**config.mk**
```make
export PLATFORM = sky130hd
export DESIGN_NAME = integer_radix_digit_converter_flat
export DESIGN_NICKNAME = d
export VERILOG_FILES = /design/src/hdl/irdc_pkg.sv /design/src/hdl/irdc_if.sv /design/src/hdl/irdc_ram.sv /design/src/hdl/irdc_ctrl.sv /design/src/hdl/irdc_dp.sv /design/src/hdl/integer_radix_digit_converter.sv /design/src/flat_wrapper.sv
export SDC_FILE = /design/constraint.sdc
export NUM_CORES = 1
export LEC_CHECK = 0
export ABC_AREA = 1
export ABC_CLOCK_PERIOD_IN_PS = 4100
export BUFFER_PORTS_ARGS = -buffer_cell sky130_fd_sc_hd__buf_4
export CORE_MARGIN = 3
export CORE_UTILIZATION = 40
export CTS_BUF_LIST = sky130_fd_sc_hd__clkbuf_4
export DETAILED_ROUTE_END_ITERATION = 12
export MAX_ROUTING_LAYER = met4
export PLACE_DENSITY = 0.52
export SYNTH_ARGS = -nofsm -noshare
export SYNTH_HDL_FRONTEND = slang
export SYNTH_SLANG_ARGS = --single-unit
```
**constraint.sdc**
```tcl
create_clock -name clk -period 4.1 [get_ports clk]
set_clock_uncertainty 0.1 [all_clocks]
set_input_delay 0.82 -clock clk [delete_from_list [all_inputs] [get_ports clk]]
set_output_delay 0.82 -clock clk [all_outputs]
set_load 0.05 [all_outputs]
```
**src/hdl/irdc_pkg.sv**
```systemverilog
// Shared types, constants and helpers of the integer radix digit converter.
// No dependencies; every other file of the block but irdc_ram imports this package.
package irdc_pkg;

    localparam int MAG_WIDTH       = 64;
    localparam int CFG_WIDTH       = 7;
    localparam int CFG_INDEX_WIDTH = 2;
    localparam int DIGIT_WIDTH     = 6;
    localparam int CHAR_WIDTH      = 7;
    localparam int DEF_MAX_DIGITS  = 64;
    localparam int DEF_VALUE_WIDTH = 64;

    typedef enum logic [CFG_INDEX_WIDTH-1:0] {
        REG_RADIX      = 2'd0,
        REG_UPPER_CASE = 2'd1,
        REG_MIN_DIGITS = 2'd2
    } cfg_reg_t;

    localparam logic [DIGIT_WIDTH-1:0] RADIX_RESET      = 6'd10;
    localparam logic [DIGIT_WIDTH-1:0] RADIX_MIN        = 6'd2;
    localparam logic [DIGIT_WIDTH-1:0] RADIX_MAX        = 6'd36;
    localparam logic [CFG_WIDTH-1:0]   MIN_DIGITS_RESET = 7'd1;

    localparam logic [CHAR_WIDTH-1:0]  CHAR_ZERO    = 7'h30;
    localparam logic [CHAR_WIDTH-1:0]  CHAR_UPPER_A = 7'h41;
    localparam logic [CHAR_WIDTH-1:0]  CHAR_LOWER_A = 7'h61;
    localparam logic [DIGIT_WIDTH-1:0] DEC_BASE     = 6'd10;

    typedef struct packed {
        logic load;
        logic step;
        logic commit;
        logic begin_emit;
        logic fetch;
        logic emit;
    } cmd_t;

    typedef struct packed {
        logic value_zero;
        logic count_full;
        logic bit_done;
        logic total_zero;
        logic emit_last;
        logic out_free;
    } sts_t;

    function automatic logic [CHAR_WIDTH-1:0] digit_char(
        input logic [DIGIT_WIDTH-1:0] d,
        input logic                   upper
    );
        logic [CHAR_WIDTH-1:0] d7;
        d7 = {1'b0, d};
        if (d < DEC_BASE)
            return CHAR_ZERO + d7;
        else if (upper)
            return CHAR_UPPER_A + d7 - {1'b0, DEC_BASE};
        else
            return CHAR_LOWER_A + d7 - {1'b0, DEC_BASE};
    endfunction

endpackage

```
**src/hdl/irdc_if.sv**
```systemverilog
// Valid/ready channel interfaces: magnitude input and character output.
// Depends on irdc_pkg for field widths.
interface irdc_in_if;
    import irdc_pkg::*;

    logic                 valid;
    logic                 ready;
    logic [MAG_WIDTH-1:0] magnitude;
    logic                 negative;

    modport source (output valid, output magnitude, output negative, input ready);
    modport sink   (input valid, input magnitude, input negative, output ready);
endinterface

interface irdc_out_if;
    import irdc_pkg::*;

    logic                  valid;
    logic                  ready;
    logic [CHAR_WIDTH-1:0] character;
    logic                  sign_negative;
    logic                  last_digit;

    modport source (output valid, output character, output sign_negative,
                    output last_digit, input ready);
    modport sink   (input valid, input character, input sign_negative,
                    input last_digit, output ready);
endinterface

```
**src/hdl/irdc_ram.sv**
```systemverilog
// Generic single-write, single-read RAM with registered read data.
// No dependencies.
module irdc_ram #(
    parameter int WIDTH = 8,
    parameter int DEPTH = 64
) (
    input  logic                     clk,
    input  logic                     wr_en,
    input  logic [$clog2(DEPTH)-1:0] wr_addr,
    input  logic [WIDTH-1:0]         wr_data,
    input  logic [$clog2(DEPTH)-1:0] rd_addr,
    output logic [WIDTH-1:0]         rd_data
);

    logic [WIDTH-1:0] mem_reg [DEPTH];
    logic [WIDTH-1:0] rd_data_reg;

    always_ff @(posedge clk)
    begin
        if (wr_en)
        begin
            mem_reg[wr_addr] <= wr_data;
        end
        rd_data_reg <= mem_reg[rd_addr];
    end

    assign rd_data = rd_data_reg;

endmodule

```
**src/hdl/irdc_ctrl.sv**
```systemverilog
// Sequencer of the converter: load, divide digit by digit, then emit.
// Depends on irdc_pkg for the command and status structs.
module irdc_ctrl (
    input  logic            clk,
    input  logic            rst_n,
    input  logic            in_valid,
    output logic            in_ready,
    input  irdc_pkg::sts_t  sts,
    output irdc_pkg::cmd_t  cmd
);
    import irdc_pkg::*;

    typedef enum logic [5:0] {
        S_IDLE  = 6'b000001,
        S_CHECK = 6'b000010,
        S_DIV   = 6'b000100,
        S_STORE = 6'b001000,
        S_FETCH = 6'b010000,
        S_EMIT  = 6'b100000
    } state_t;

    state_t state_reg;
    state_t state_next;

    always_comb
    begin
        cmd        = '0;
        state_next = state_reg;
        in_ready   = (state_reg == S_IDLE);
        case (state_reg)
            S_IDLE:
            begin
                if (in_valid)
                begin
                    cmd.load   = 1'b1;
                    state_next = S_CHECK;
                end
            end
            S_CHECK:
            begin
                if (sts.value_zero || sts.count_full)
                begin
                    cmd.begin_emit = 1'b1;
                    state_next     = sts.total_zero ? S_IDLE : S_FETCH;
                end
                else
                begin
                    state_next = S_DIV;
                end
            end
            S_DIV:
            begin
                cmd.step = 1'b1;
                if (sts.bit_done)
                begin
                    state_next = S_STORE;
                end
            end
            S_STORE:
            begin
                cmd.commit = 1'b1;
                state_next = S_CHECK;
            end
            S_FETCH:
            begin
                cmd.fetch  = 1'b1;
                state_next = S_EMIT;
            end
            S_EMIT:
            begin
                if (sts.out_free)
                begin
                    cmd.emit   = 1'b1;
                    state_next = sts.emit_last ? S_IDLE : S_FETCH;
                end
            end
            default:
            begin
                state_next = S_IDLE;
            end
        endcase
    end

    always_ff @(posedge clk or negedge rst_n)
    begin
        if (!rst_n)
        begin
            state_reg <= S_IDLE;
        end
        else
        begin
            state_reg <= state_next;
        end
    end

endmodule

```
**src/hdl/irdc_dp.sv**
```systemverilog
// Datapath: configuration registers, shift-subtract divider, digit store
// and output register. Depends on irdc_pkg and irdc_ram.
module irdc_dp #(
    parameter int MAX_DIGITS  = irdc_pkg::DEF_MAX_DIGITS,
    parameter int VALUE_WIDTH = irdc_pkg::DEF_VALUE_WIDTH
) (
    input  logic                                 clk,
    input  logic                                 rst_n,
    input  logic                                 cfg_we,
    input  logic [irdc_pkg::CFG_INDEX_WIDTH-1:0] cfg_index,
    input  logic [irdc_pkg::CFG_WIDTH-1:0]       cfg_data,
    input  logic [irdc_pkg::MAG_WIDTH-1:0]       magnitude,
    input  logic                                 negative,
    input  irdc_pkg::cmd_t                       cmd,
    output irdc_pkg::sts_t                       sts,
    input  logic                                 out_ready,
    output logic                                 out_valid,
    output logic [irdc_pkg::CHAR_WIDTH-1:0]      character,
    output logic                                 sign_negative,
    output logic                                 last_digit
);
    import irdc_pkg::*;

    localparam int CW = $clog2(MAX_DIGITS + 1);
    localparam int IW = $clog2(MAX_DIGITS);
    localparam int BW = $clog2(VALUE_WIDTH);
    localparam logic [CW-1:0]        MAX_CNT  = CW'(MAX_DIGITS);
    localparam logic [CFG_WIDTH-1:0] MAX_CFG  = CFG_WIDTH'(MAX_DIGITS);
    localparam logic [BW-1:0]        LAST_BIT = BW'(VALUE_WIDTH - 1);

    logic [DIGIT_WIDTH-1:0] radix_reg;
    logic                   upper_reg;
    logic [CFG_WIDTH-1:0]   min_reg;

    logic [VALUE_WIDTH-1:0] value_reg;
    logic [DIGIT_WIDTH-1:0] rem_reg;
    logic [BW-1:0]          bit_cnt_reg;
    logic [CW-1:0]          count_reg;
    logic [CW-1:0]          total_reg;
    logic [CW-1:0]          pos_reg;
    logic                   neg_reg;
    logic                   pad_reg;
    logic                   out_valid_reg;
    logic [CHAR_WIDTH-1:0]  char_reg;
    logic                   sign_reg;
    logic                   last_reg;

    logic [DIGIT_WIDTH-1:0] base;
    logic [CW-1:0]          minimum;
    logic [DIGIT_WIDTH:0]   rem_shift;
    logic [DIGIT_WIDTH:0]   rem_diff;
    logic                   rem_ge;
    logic [DIGIT_WIDTH-1:0] rem_next;
    logic [CW-1:0]          total_next;
    logic [CW-1:0]          rd_offset;
    logic [DIGIT_WIDTH-1:0] rd_digit;
    logic [CHAR_WIDTH-1:0]  char_next;

    always_comb
    begin
        if (radix_reg < RADIX_MIN)
            base = RADIX_MIN;
        else if (radix_reg > RADIX_MAX)
            base = RADIX_MAX;
        else
            base = radix_reg;
        minimum    = (min_reg > MAX_CFG) ? MAX_CNT : min_reg[CW-1:0];
        rem_shift  = {rem_reg, value_reg[VALUE_WIDTH-1]};
        rem_diff   = rem_shift - {1'b0, base};
        rem_ge     = (rem_shift >= {1'b0, base});
        rem_next   = rem_ge ? rem_diff[DIGIT_WIDTH-1:0] : rem_shift[DIGIT_WIDTH-1:0];
        total_next = (count_reg > minimum) ? count_reg : minimum;
        rd_offset  = total_reg - CW'(1) - pos_reg;
        char_next  = pad_reg ? CHAR_ZERO : digit_char(rd_digit, upper_reg);
    end

    always_comb
    begin
        sts.value_zero = (value_reg == '0);
        sts.count_full = (count_reg == MAX_CNT);
        sts.bit_done   = (bit_cnt_reg == LAST_BIT);
        sts.total_zero = (count_reg == '0) && (minimum == '0);
        sts.emit_last  = (pos_reg == total_reg - CW'(1));
        sts.out_free   = !out_valid_reg || out_ready;
    end

    irdc_ram #(
        .WIDTH (DIGIT_WIDTH),
        .DEPTH (MAX_DIGITS)
    ) u_digit_ram (
        .clk     (clk),
        .wr_en   (cmd.commit),
        .wr_addr (count_reg[IW-1:0]),
        .wr_data (rem_reg),
        .rd_addr (rd_offset[IW-1:0]),
        .rd_data (rd_digit)
    );

    always_ff @(posedge clk or negedge rst_n)
    begin
        if (!rst_n)
        begin
            radix_reg     <= RADIX_RESET;
            upper_reg     <= 1'b0;
            min_reg       <= MIN_DIGITS_RESET;
            bit_cnt_reg   <= '0;
            count_reg     <= '0;
            total_reg     <= '0;
            pos_reg       <= '0;
            out_valid_reg <= 1'b0;
        end
        else
        begin
            if (cfg_we)
            begin
                case (cfg_index)
                    REG_RADIX:      radix_reg <= cfg_data[DIGIT_WIDTH-1:0];
                    REG_UPPER_CASE: upper_reg <= cfg_data[0];
                    REG_MIN_DIGITS: min_reg   <= cfg_data;
                    default:        ;
                endcase
            end
            if (cmd.load)
            begin
                bit_cnt_reg <= '0;
                count_reg   <= '0;
            end
            else if (cmd.step)
            begin
                bit_cnt_reg <= bit_cnt_reg + BW'(1);
            end
            else if (cmd.commit)
            begin
                bit_cnt_reg <= '0;
                count_reg   <= count_reg + CW'(1);
            end
            if (cmd.begin_emit)
            begin
                total_reg <= total_next;
                pos_reg   <= '0;
            end
            else if (cmd.emit)
            begin
                pos_reg <= pos_reg + CW'(1);
            end
            if (cmd.emit)
            begin
                out_valid_reg <= 1'b1;
            end
            else if (out_ready)
            begin
                out_valid_reg <= 1'b0;
            end
        end
    end

    always_ff @(posedge clk)
    begin
        if (cmd.load)
        begin
            value_reg <= magnitude[VALUE_WIDTH-1:0];
            rem_reg   <= '0;
            neg_reg   <= negative;
        end
        else if (cmd.step)
        begin
            value_reg <= {value_reg[VALUE_WIDTH-2:0], rem_ge};
            rem_reg   <= rem_next;
        end
        else if (cmd.commit)
        begin
            rem_reg <= '0;
        end
        if (cmd.fetch)
        begin
            pad_reg <= (rd_offset >= count_reg);
        end
        if (cmd.emit)
        begin
            char_reg <= char_next;
            sign_reg <= neg_reg;
            last_reg <= sts.emit_last;
        end
    end

    assign out_valid     = out_valid_reg;
    assign character     = char_reg;
    assign sign_negative = sign_reg;
    assign last_digit    = last_reg;

endmodule

```
**src/hdl/integer_radix_digit_converter.sv**
```systemverilog
// Top level of the integer radix digit converter: ports, sequencer and datapath.
// Depends on irdc_pkg, irdc_if, irdc_ctrl and irdc_dp.
//
//   channel  | dir | beat contents
//   ---------+-----+----------------------------------------------
//   in_ch    | in  | magnitude[63:0], negative
//   out_ch   | out | character[6:0], sign_negative, last_digit
//   cfg      | in  | cfg_we, cfg_index[1:0], cfg_data[6:0]
//
// Each digit is one bit-serial shift-subtract division of the value by the
// radix; each character is one digit-store read and one output-register load.
// Reset clears control state and the configuration registers; the digit store is not cleared.
// A stalled output beat holds the sequencer in its emit step.
module integer_radix_digit_converter #(
    parameter int MAX_DIGITS  = irdc_pkg::DEF_MAX_DIGITS,
    parameter int VALUE_WIDTH = irdc_pkg::DEF_VALUE_WIDTH
) (
    input  logic                                 clk,
    input  logic                                 rst_n,
    input  logic                                 cfg_we,
    input  logic [irdc_pkg::CFG_INDEX_WIDTH-1:0] cfg_index,
    input  logic [irdc_pkg::CFG_WIDTH-1:0]       cfg_data,
    irdc_in_if.sink                              in_ch,
    irdc_out_if.source                           out_ch
);
    import irdc_pkg::*;

    cmd_t cmd;
    sts_t sts;

    irdc_ctrl u_ctrl (
        .clk      (clk),
        .rst_n    (rst_n),
        .in_valid (in_ch.valid),
        .in_ready (in_ch.ready),
        .sts      (sts),
        .cmd      (cmd)
    );

    irdc_dp #(
        .MAX_DIGITS  (MAX_DIGITS),
        .VALUE_WIDTH (VALUE_WIDTH)
    ) u_dp (
        .clk           (clk),
        .rst_n         (rst_n),
        .cfg_we        (cfg_we),
        .cfg_index     (cfg_index),
        .cfg_data      (cfg_data),
        .magnitude     (in_ch.magnitude),
        .negative      (in_ch.negative),
        .cmd           (cmd),
        .sts           (sts),
        .out_ready     (out_ch.ready),
        .out_valid     (out_ch.valid),
        .character     (out_ch.character),
        .sign_negative (out_ch.sign_negative),
        .last_digit    (out_ch.last_digit)
    );

`ifndef SYNTHESIS
    a_busy_after_accept: assert property (@(posedge clk) disable iff (!rst_n)
        in_ch.valid && in_ch.ready |=> !in_ch.ready)
        else $error("input taken again straight after a beat");

    a_emit_into_free_reg: assert property (@(posedge clk) disable iff (!rst_n)
        cmd.emit |-> sts.out_free)
        else $error("output register overwritten while held");

    a_char_range: assert property (@(posedge clk) disable iff (!rst_n)
        out_ch.valid |-> (out_ch.character >= CHAR_ZERO && out_ch.character <= 7'd122))
        else $error("character outside digit range");

    a_divide_busy: assert property (@(posedge clk) disable iff (!rst_n)
        cmd.step |-> !in_ch.ready && !cmd.emit)
        else $error("division step while idle or emitting");
`endif

endmodule

```
**src/flat_wrapper.sv**
```systemverilog
// flat-port wrapper written by rule: the top's interface ports become plain ports
module integer_radix_digit_converter_flat import irdc_pkg::*;
#(
    parameter int MAX_DIGITS  = irdc_pkg::DEF_MAX_DIGITS,
    parameter int VALUE_WIDTH = irdc_pkg::DEF_VALUE_WIDTH
)
  (clk, rst_n, cfg_we, cfg_index, cfg_data, in_ch_valid, in_ch_magnitude, in_ch_negative, in_ch_ready, out_ch_valid, out_ch_character, out_ch_sign_negative, out_ch_last_digit, out_ch_ready);
  irdc_in_if in_ch_i ();
  irdc_out_if out_ch_i ();
  input  logic clk;
  input  logic rst_n;
  input  logic cfg_we;
  input  logic [irdc_pkg::CFG_INDEX_WIDTH-1:0] cfg_index;
  input  logic [irdc_pkg::CFG_WIDTH-1:0] cfg_data;
  input wire logic [$bits(in_ch_i.valid)-1:0] in_ch_valid;
  input wire logic [$bits(in_ch_i.magnitude)-1:0] in_ch_magnitude;
  input wire logic [$bits(in_ch_i.negative)-1:0] in_ch_negative;
  output wire logic [$bits(in_ch_i.ready)-1:0] in_ch_ready;
  output wire logic [$bits(out_ch_i.valid)-1:0] out_ch_valid;
  output wire logic [$bits(out_ch_i.character)-1:0] out_ch_character;
  output wire logic [$bits(out_ch_i.sign_negative)-1:0] out_ch_sign_negative;
  output wire logic [$bits(out_ch_i.last_digit)-1:0] out_ch_last_digit;
  input wire logic [$bits(out_ch_i.ready)-1:0] out_ch_ready;
  assign in_ch_i.valid = in_ch_valid;
  assign in_ch_i.magnitude = in_ch_magnitude;
  assign in_ch_i.negative = in_ch_negative;
  assign in_ch_ready = in_ch_i.ready;
  assign out_ch_valid = out_ch_i.valid;
  assign out_ch_character = out_ch_i.character;
  assign out_ch_sign_negative = out_ch_i.sign_negative;
  assign out_ch_last_digit = out_ch_i.last_digit;
  assign out_ch_i.ready = out_ch_ready;
  integer_radix_digit_converter #(.MAX_DIGITS(MAX_DIGITS), .VALUE_WIDTH(VALUE_WIDTH)) u_core (.clk(clk), .rst_n(rst_n), .cfg_we(cfg_we), .cfg_index(cfg_index), .cfg_data(cfg_data), .in_ch(in_ch_i), .out_ch(out_ch_i));
endmodule
```
=== Word-level counts from Yosys, hierarchy flattened ===
Memory sizes are Yosys's and may differ from the RTL's. A register that Yosys moved wholly into a read port is not among the register bits.
Index checks and enable logic that the tools add are counted.

* Bits in registers: 129
* Bits in writable memories: 384
* Word-level logic and storage cells: 107
* Memories: 1

* Add/sub/neg operators: 11
* Magnitude comparators: 7
* Eq/ne operators: 15
* Mux-type cells: 38
* Reductions and logical operators: 19

{| class="wikitable"
|+ Memory list
! name !! depth !! bits a word !! rd ports !! clocked after Yosys merged registers in !! write ports !! line !! text
|-
| u_core.u_dp.u_digit_ram.mem_reg || 64 || 6 || 1 || 1 || 1 || irdc_ram.sv:15 || <nowiki>logic [WIDTH-1:0] mem_reg [DEPTH];</nowiki>
|}

{| class="wikitable"
|+ Operators with widths
! cell !! count
|-
| two-way mux 64 bit || 2
|-
| logical NOT 64 bit || 1
|-
| two-way mux 7 bit || 9
|-
| two-way mux 6 bit || 10
|-
| one-hot mux 6 bit (6 select lines) || 1
|-
| two-way mux 5 bit || 3
|-
| adder 7 x 1 -> 7 bit (second input constant) || 2
|-
| adder 7 x 6 -> 7 bit (first input constant) || 2
|-
| logical NOT 7 bit || 2
|-
| subtractor 7 x 4 -> 7 bit (second input constant) || 2
|-
| two-way mux 1 bit || 13
|-
| equality test 6 bit (second input constant) || 2
|-
| nonzero test 2 bit || 5
|-
| AND reduction 2 bit || 4
|-
| adder 6 x 6 -> 7 bit (first input constant) || 1
|-
| equality test 7 bit || 1
|-
| equality test 7 bit (second input constant) || 1
|-
| >= comparator 7 x 6 -> 1 bit || 1
|-
| >= comparator 7 bit || 1
|-
| > comparator 7 bit || 1
|-
| > comparator 7 bit (second input constant) || 1
|-
| subtractor 7 x 1 -> 7 bit (second input constant) || 1
|-
| subtractor 7 bit || 1
|-
| adder 6 x 1 -> 6 bit (second input constant) || 1
|-
| other kinds (19) || 22
|}

=== Longest topological paths before layout ===
* Word-level depth: 7
* Mapped depth: 16

=== By module ===
A second synthesis with hierarchy kept.

* Cell total of the unflattened synthesis: 2254
* Area total of the unflattened synthesis: 23208.5 um^2

{| class="wikitable"
|+ By module, submodules not included
! module !! instances !! cells each !! area an instance (um^2) !! sequential area each (um^2)
|-
| irdc_ram || 1 || 1376 || 15930.3 || 11651.2
|-
| irdc_dp || 1 || 814 || 6854.1 || 3427.0
|-
| irdc_ctrl || 1 || 64 || 424.2 || 151.4
|}

=== Least setup slack after synthesis ===
OpenSTA, ideal clock, no wires.

* Path type: input to register
* From: input in_ch_valid
* To: register u_core.u_dp.value_reg[0] (enable)
* Arrival time: 2.359 ns
* Required time: 3.310 ns
* Slack: 0.951 ns
* Stages on the path: 3
* Path buffers: 1
* Path through: nand4_2 -> clkbuf_1 -> nand2_1

* Longest elaborated chain between the ends: 3

{| class="wikitable"
|+ RTL lines
! what !! line !! text
|-
| start, declared || flat_wrapper.sv:15 || <nowiki>input wire logic [$bits(in_ch_i.valid)-1:0] in_ch_valid;</nowiki>
|-
| two-way mux 1 bit || irdc_ctrl.sv:33 || <nowiki>if (in_valid)</nowiki>
|-
| two-way mux 1 bit || irdc_ctrl.sv:30 || <nowiki>case (state_reg)</nowiki>
|-
| nonzero test 2 bit (no line) || n/a ||
|-
| end signal, assigned || irdc_dp.sv:161 || <nowiki>value_reg <= magnitude[VALUE_WIDTH-1:0];</nowiki>
|-
| end signal, assigned || irdc_dp.sv:167 || <nowiki>value_reg <= {value_reg[VALUE_WIDTH-2:0], rem_ge};</nowiki>
|-
| end, declared || irdc_dp.sv:35 || <nowiki>logic [VALUE_WIDTH-1:0] value_reg;</nowiki>
|}

No other way between the ends.
A chain may end at the register's enable or synchronous reset.

=== Worst setup path after layout ===
* From: register u_core.u_dp.total_reg[0]
* To: register u_core.u_dp.pad_reg, data pin

* Longest elaborated chain between the ends: 3

{| class="wikitable"
|+ RTL lines
! what !! line !! text
|-
| start, declared || irdc_dp.sv:39 || <nowiki>logic [CW-1:0] total_reg;</nowiki>
|-
| start signal, assigned || irdc_dp.sv:139 || <nowiki>total_reg <= total_next;</nowiki>
|-
| subtractor 7 x 1 -> 7 bit || irdc_dp.sv:73 || <nowiki>rd_offset = total_reg - CW'(1) - pos_reg;</nowiki>
|-
| subtractor 7 bit || irdc_dp.sv:73 ||
|-
| >= comparator 7 bit || irdc_dp.sv:176 || <nowiki>pad_reg <= (rd_offset >= count_reg);</nowiki>
|-
| end signal, assigned || irdc_dp.sv:176 ||
|-
| end, declared || irdc_dp.sv:42 || <nowiki>logic pad_reg;</nowiki>
|}

No other way between the ends.

==> impl_metrics.sql <==
INSERT INTO impl_metrics (metric_group, metric, value, unit) VALUES
('power_and_ir_drop', 'total_leakage_power', '12.27', 'nW'),
('routing', 'post_route_wl', '61870', 'um'),
('layout', 'final_cell_mix', 'nand2_1 (1080), edfxtp_1 (459), inv_1 (246)', ''),
('logic_synthesis', 'synth_sequential_area_ratio', '63.59', '%'),
('setup_path', 'rrSetupSlack', '780', 'ps'),
('setup_path', 'crit_type', 'reg2reg', ''),
('sta', 'final_period_util', '80.87', '%'),
('sta', 'worstMarginPinSlew', '1157', 'ps'),
('power_and_ir_drop', 'vdd.ir_drop.worst', '853.2', 'uV'),
('clock_tree', 'cts_setup_buffers', '0', ''),
('setup_path', 'critPathSlowestCell', 'xor2_2', ''),
('routing', 'detail-route-antenna-nets', '0', ''),
('clock_tree', 'hold_buffers', '77', ''),
('routing', 'detail_route.first_pass.iterations', '5', ''),
('die', 'io-pin-count', '90', ''),
('layout', 'layout.core_utilization', '47.54', '%'),
('clock_tree', 'cts_buffer_depth', '3', ''),
('logic_synthesis', 'yosysWarningCount', '0', ''),
('routing', 'wl_met2', '29310', 'um'),
('global_routing', 'maximum_number_of_pins_on_one_net_before_global_route_repair', '111', ''),
('routing', 'routedLengthMet1', '27750', 'um'),
('routing', 'routed_wire_length_per_instance', '16.87', 'um'),
('layout', 'layout.cells.most_common', 'nand2_1', ''),
('routing', 'dr_wl_met3', '3157', 'um'),
('die', 'die_height', '250.7', 'um'),
('setup_path', 'worst_r2r_startpoint', 'u_core.u_dp.total_reg[0]', ''),
('setup_path', 'cpLargestDelayFamily', 'adder cells', ''),
('die', 'num_rows', '89', ''),
('placement', 'gpl.final_weighted_congestion', '0.8499', ''),
('clock_tree', 'clockRootBuffer', 'clkbuf_4', ''),
('clock_tree', 'clkLatencyLatePin', '970', 'ps'),
('run_status', 'outcome', 'finished, final reports clean', ''),
('power_and_ir_drop', 'power.density', '633.7', 'mW/mm^2'),
('run', 'cap_violations', '0', ''),
('clock_tree', 'tritoncts.num_buffers', '141', ''),
('placement', 'placed_area', '0.02542', 'mm^2'),
('sta', 'grt_setup_unrepaired', 'no', ''),
('logic_synthesis', 'syn-cell-area', '0.02395', 'mm^2'),
('routing', 'maxUsedRoutingLayer', 'met4', ''),
('global_routing', 'grt_usage', '20.87', '%'),
('setup_path', 'critical-path-max-stage-delay', '580', 'ps'),
('logic_synthesis', 'synthesis.nets', '2668', ''),
('sta', 'setup_total_negative_slack', '0', 'ps'),
('setup_path', 'critical_path_depth', '10', ''),
('setup_path', 'critical-path-top-cell-by-count', 'ha_1', ''),
('layout', 'drive_above_1_share', '13.38', '%'),
('global_routing', 'initial_antenna_violation_count', '2', ''),
('clock_tree', 'post_cts_resize_count', '0', ''),
('setup_path', 'critPathLaunch', 'u_core.u_dp.total_reg[0]', ''),
('setup_path', 'worst-endpoint-arrival', '3880', 'ps'),
('layout', 'synthToLayoutAreaGrowth', '17.36', '%'),
('setup_path', 'worstPathCellList', 'inv_1 > ha_1 > xor2_1 > ha_1 > nand2_1 > o21ai_2 > xor2_2 > ha_1 > a21oi_1 > o2111ai_1', ''),
('setup_path', 'critical_path_required', '4660', 'ps'),
('routing', 'drc', '0', ''),
('global_routing', 'globalRouteOverflowTotal', '0', ''),
('die', 'die_area', '0.06285', 'mm^2'),
('setup_path', 'worst_path_maximum_fanout', '13', ''),
('die', 'placeableCoreArea', '0.05913', 'mm^2'),
('setup_path', 'worst_setup_path_start_kind', 'flop', ''),
('layout', 'layout.cell_area.non_filler', '0.02811', 'mm^2'),
('sta', 'hold_viol', '0', ''),
('logic_synthesis', 'syn-instance-count', '2551', ''),
('routing', 'vias', '17750', ''),
('sta', 'period_needed', '3316', 'ps'),
('placement', 'detailed_place_hpwl', '37270', 'um'),
('logic_synthesis', 'synth.avg_cell_area', '9.389', 'um^2'),
('die', 'die-width', '250.7', 'um'),
('setup_path', 'crit_buf_inv', '1', ''),
('layout', 'fill_cells', '5654', ''),
('layout', 'largest_register_ff_count', '384', ''),
('clock_tree', 'cts_tree', 'built', '');
==> kinds of logic (layout without fill, tap and decap cells) <==
kind of cell | after synthesis | in the layout | share of synthesized area [%]
xor+xnor | 18 | 18 | 0.7523
other cells | 0 | 3 | 0
compound gates | 143 | 143 | 3.181
simple gates | 1480 | 1480 | 24.50
buf+inv | 353 | 694 | 5.929
flops | 519 | 519 | 63.59
fa+ha+maj | 38 | 38 | 2.048
==> per-layer routing <==
metal | up-vias | GRT usage (%)
li1 | 8826 | -
met1 | 8369 | 26.50
met2 | 446 | 32.80
met3 | 106 | 4.164
met5 | - | -
met4 | 0 | 8.868
==> stage by stage <==
step	power [mW]	cells	hold slack [ps]	setup WS, ps
after detailed placement	13.01	3340	389.6	827.2
after global routing	19.10	3668	208.2	512.2
after global placement	12.94	3340	378.2	879.0
after floorplan	11.16	2551	300.3	951.2
after CTS	18.07	3665	110.1	783.0
final	17.81	3668	256.6	784.3
==> worst register-to-register path, cell delays in order, from the launching register on <==
cell       delay [ps]
dfrtp_1           390
inv_1              90
ha_1              240
xor2_1            170
ha_1              460
nand2_1           110
o21ai_2           230
xor2_2            580
ha_1              370
a21oi_1           160
o2111ai_1         120
==> power by group <==
part	internal [mW]	switching, mW
registers	7.08	0.380
logic	1.57	3.87
clock network	2.76	2.16
total	11.4	6.41
==> worst min path at each step <==
stage / cells after the start / slack, ps / to
after floorplan: 0 / 300 / u_core.u_dp.sign_negative
after global placement: 2 / 380 / u_core.u_dp.min_reg[2]
after detailed placement: 2 / 390 / u_core.u_dp.min_reg[0]
after CTS: 5 / 110 / u_core.u_ctrl.state_reg[3]
after global routing: 5 / 210 / u_core.u_ctrl.state_reg[3]
final: 5 / 260 / u_core.u_ctrl.state_reg[3]
==> layout make-up <==
type,instances,area [um^2],share of cell area (%)
tap,773,967.2,3.441
antenna,3,7.507,0.02671
clock inverter,26,241.5,0.8591
multi-input combinational,1679,7343,26.13
clock buffer,222,1667,5.929
sequential,519,15240,54.21
inverter,256,963.4,3.428
timing repair buffer,190,1682,5.983
==> cells in the mapped netlist, drive strengths merged <==
| master | count | area [um^2] |
|---|---|---|
| fa | 2 | 40.04 |
| buf | 56 | 305.3 |
| clkbuf | 41 | 153.9 |
| nor4 | 1 | 6.260 |
| dfrtp | 44 | 1101 |
| nand4 | 15 | 100.1 |
| nand3 | 170 | 855.8 |
| o211ai | 2 | 15.01 |
| inv | 256 | 960.9 |
| nor3b | 1 | 7.510 |
| nand3b | 1 | 7.510 |
| dfstp | 4 | 105.1 |
| o2111a | 1 | 11.26 |
| o2111ai | 1 | 8.760 |
| dfxtp | 12 | 240.2 |
| nand2 | 1084 | 4076 |
| xor2 | 11 | 103.9 |
| a32o | 1 | 10.01 |
| a21oi | 29 | 148.9 |
| a22o | 1 | 8.760 |
| o21ai | 100 | 504.2 |
| nor3 | 5 | 25.02 |
| o21bai | 1 | 7.510 |
| ha | 36 | 450.4 |
| o22ai | 3 | 18.77 |
| xnor2 | 7 | 76.32 |
| or2 | 2 | 12.51 |
| a31oi | 1 | 6.260 |
| edfxtp | 459 | 13780 |
| o21a | 3 | 22.52 |
| nor2 | 201 | 777.0 |
No activity file was read; power rests on OpenSTA's default activity.
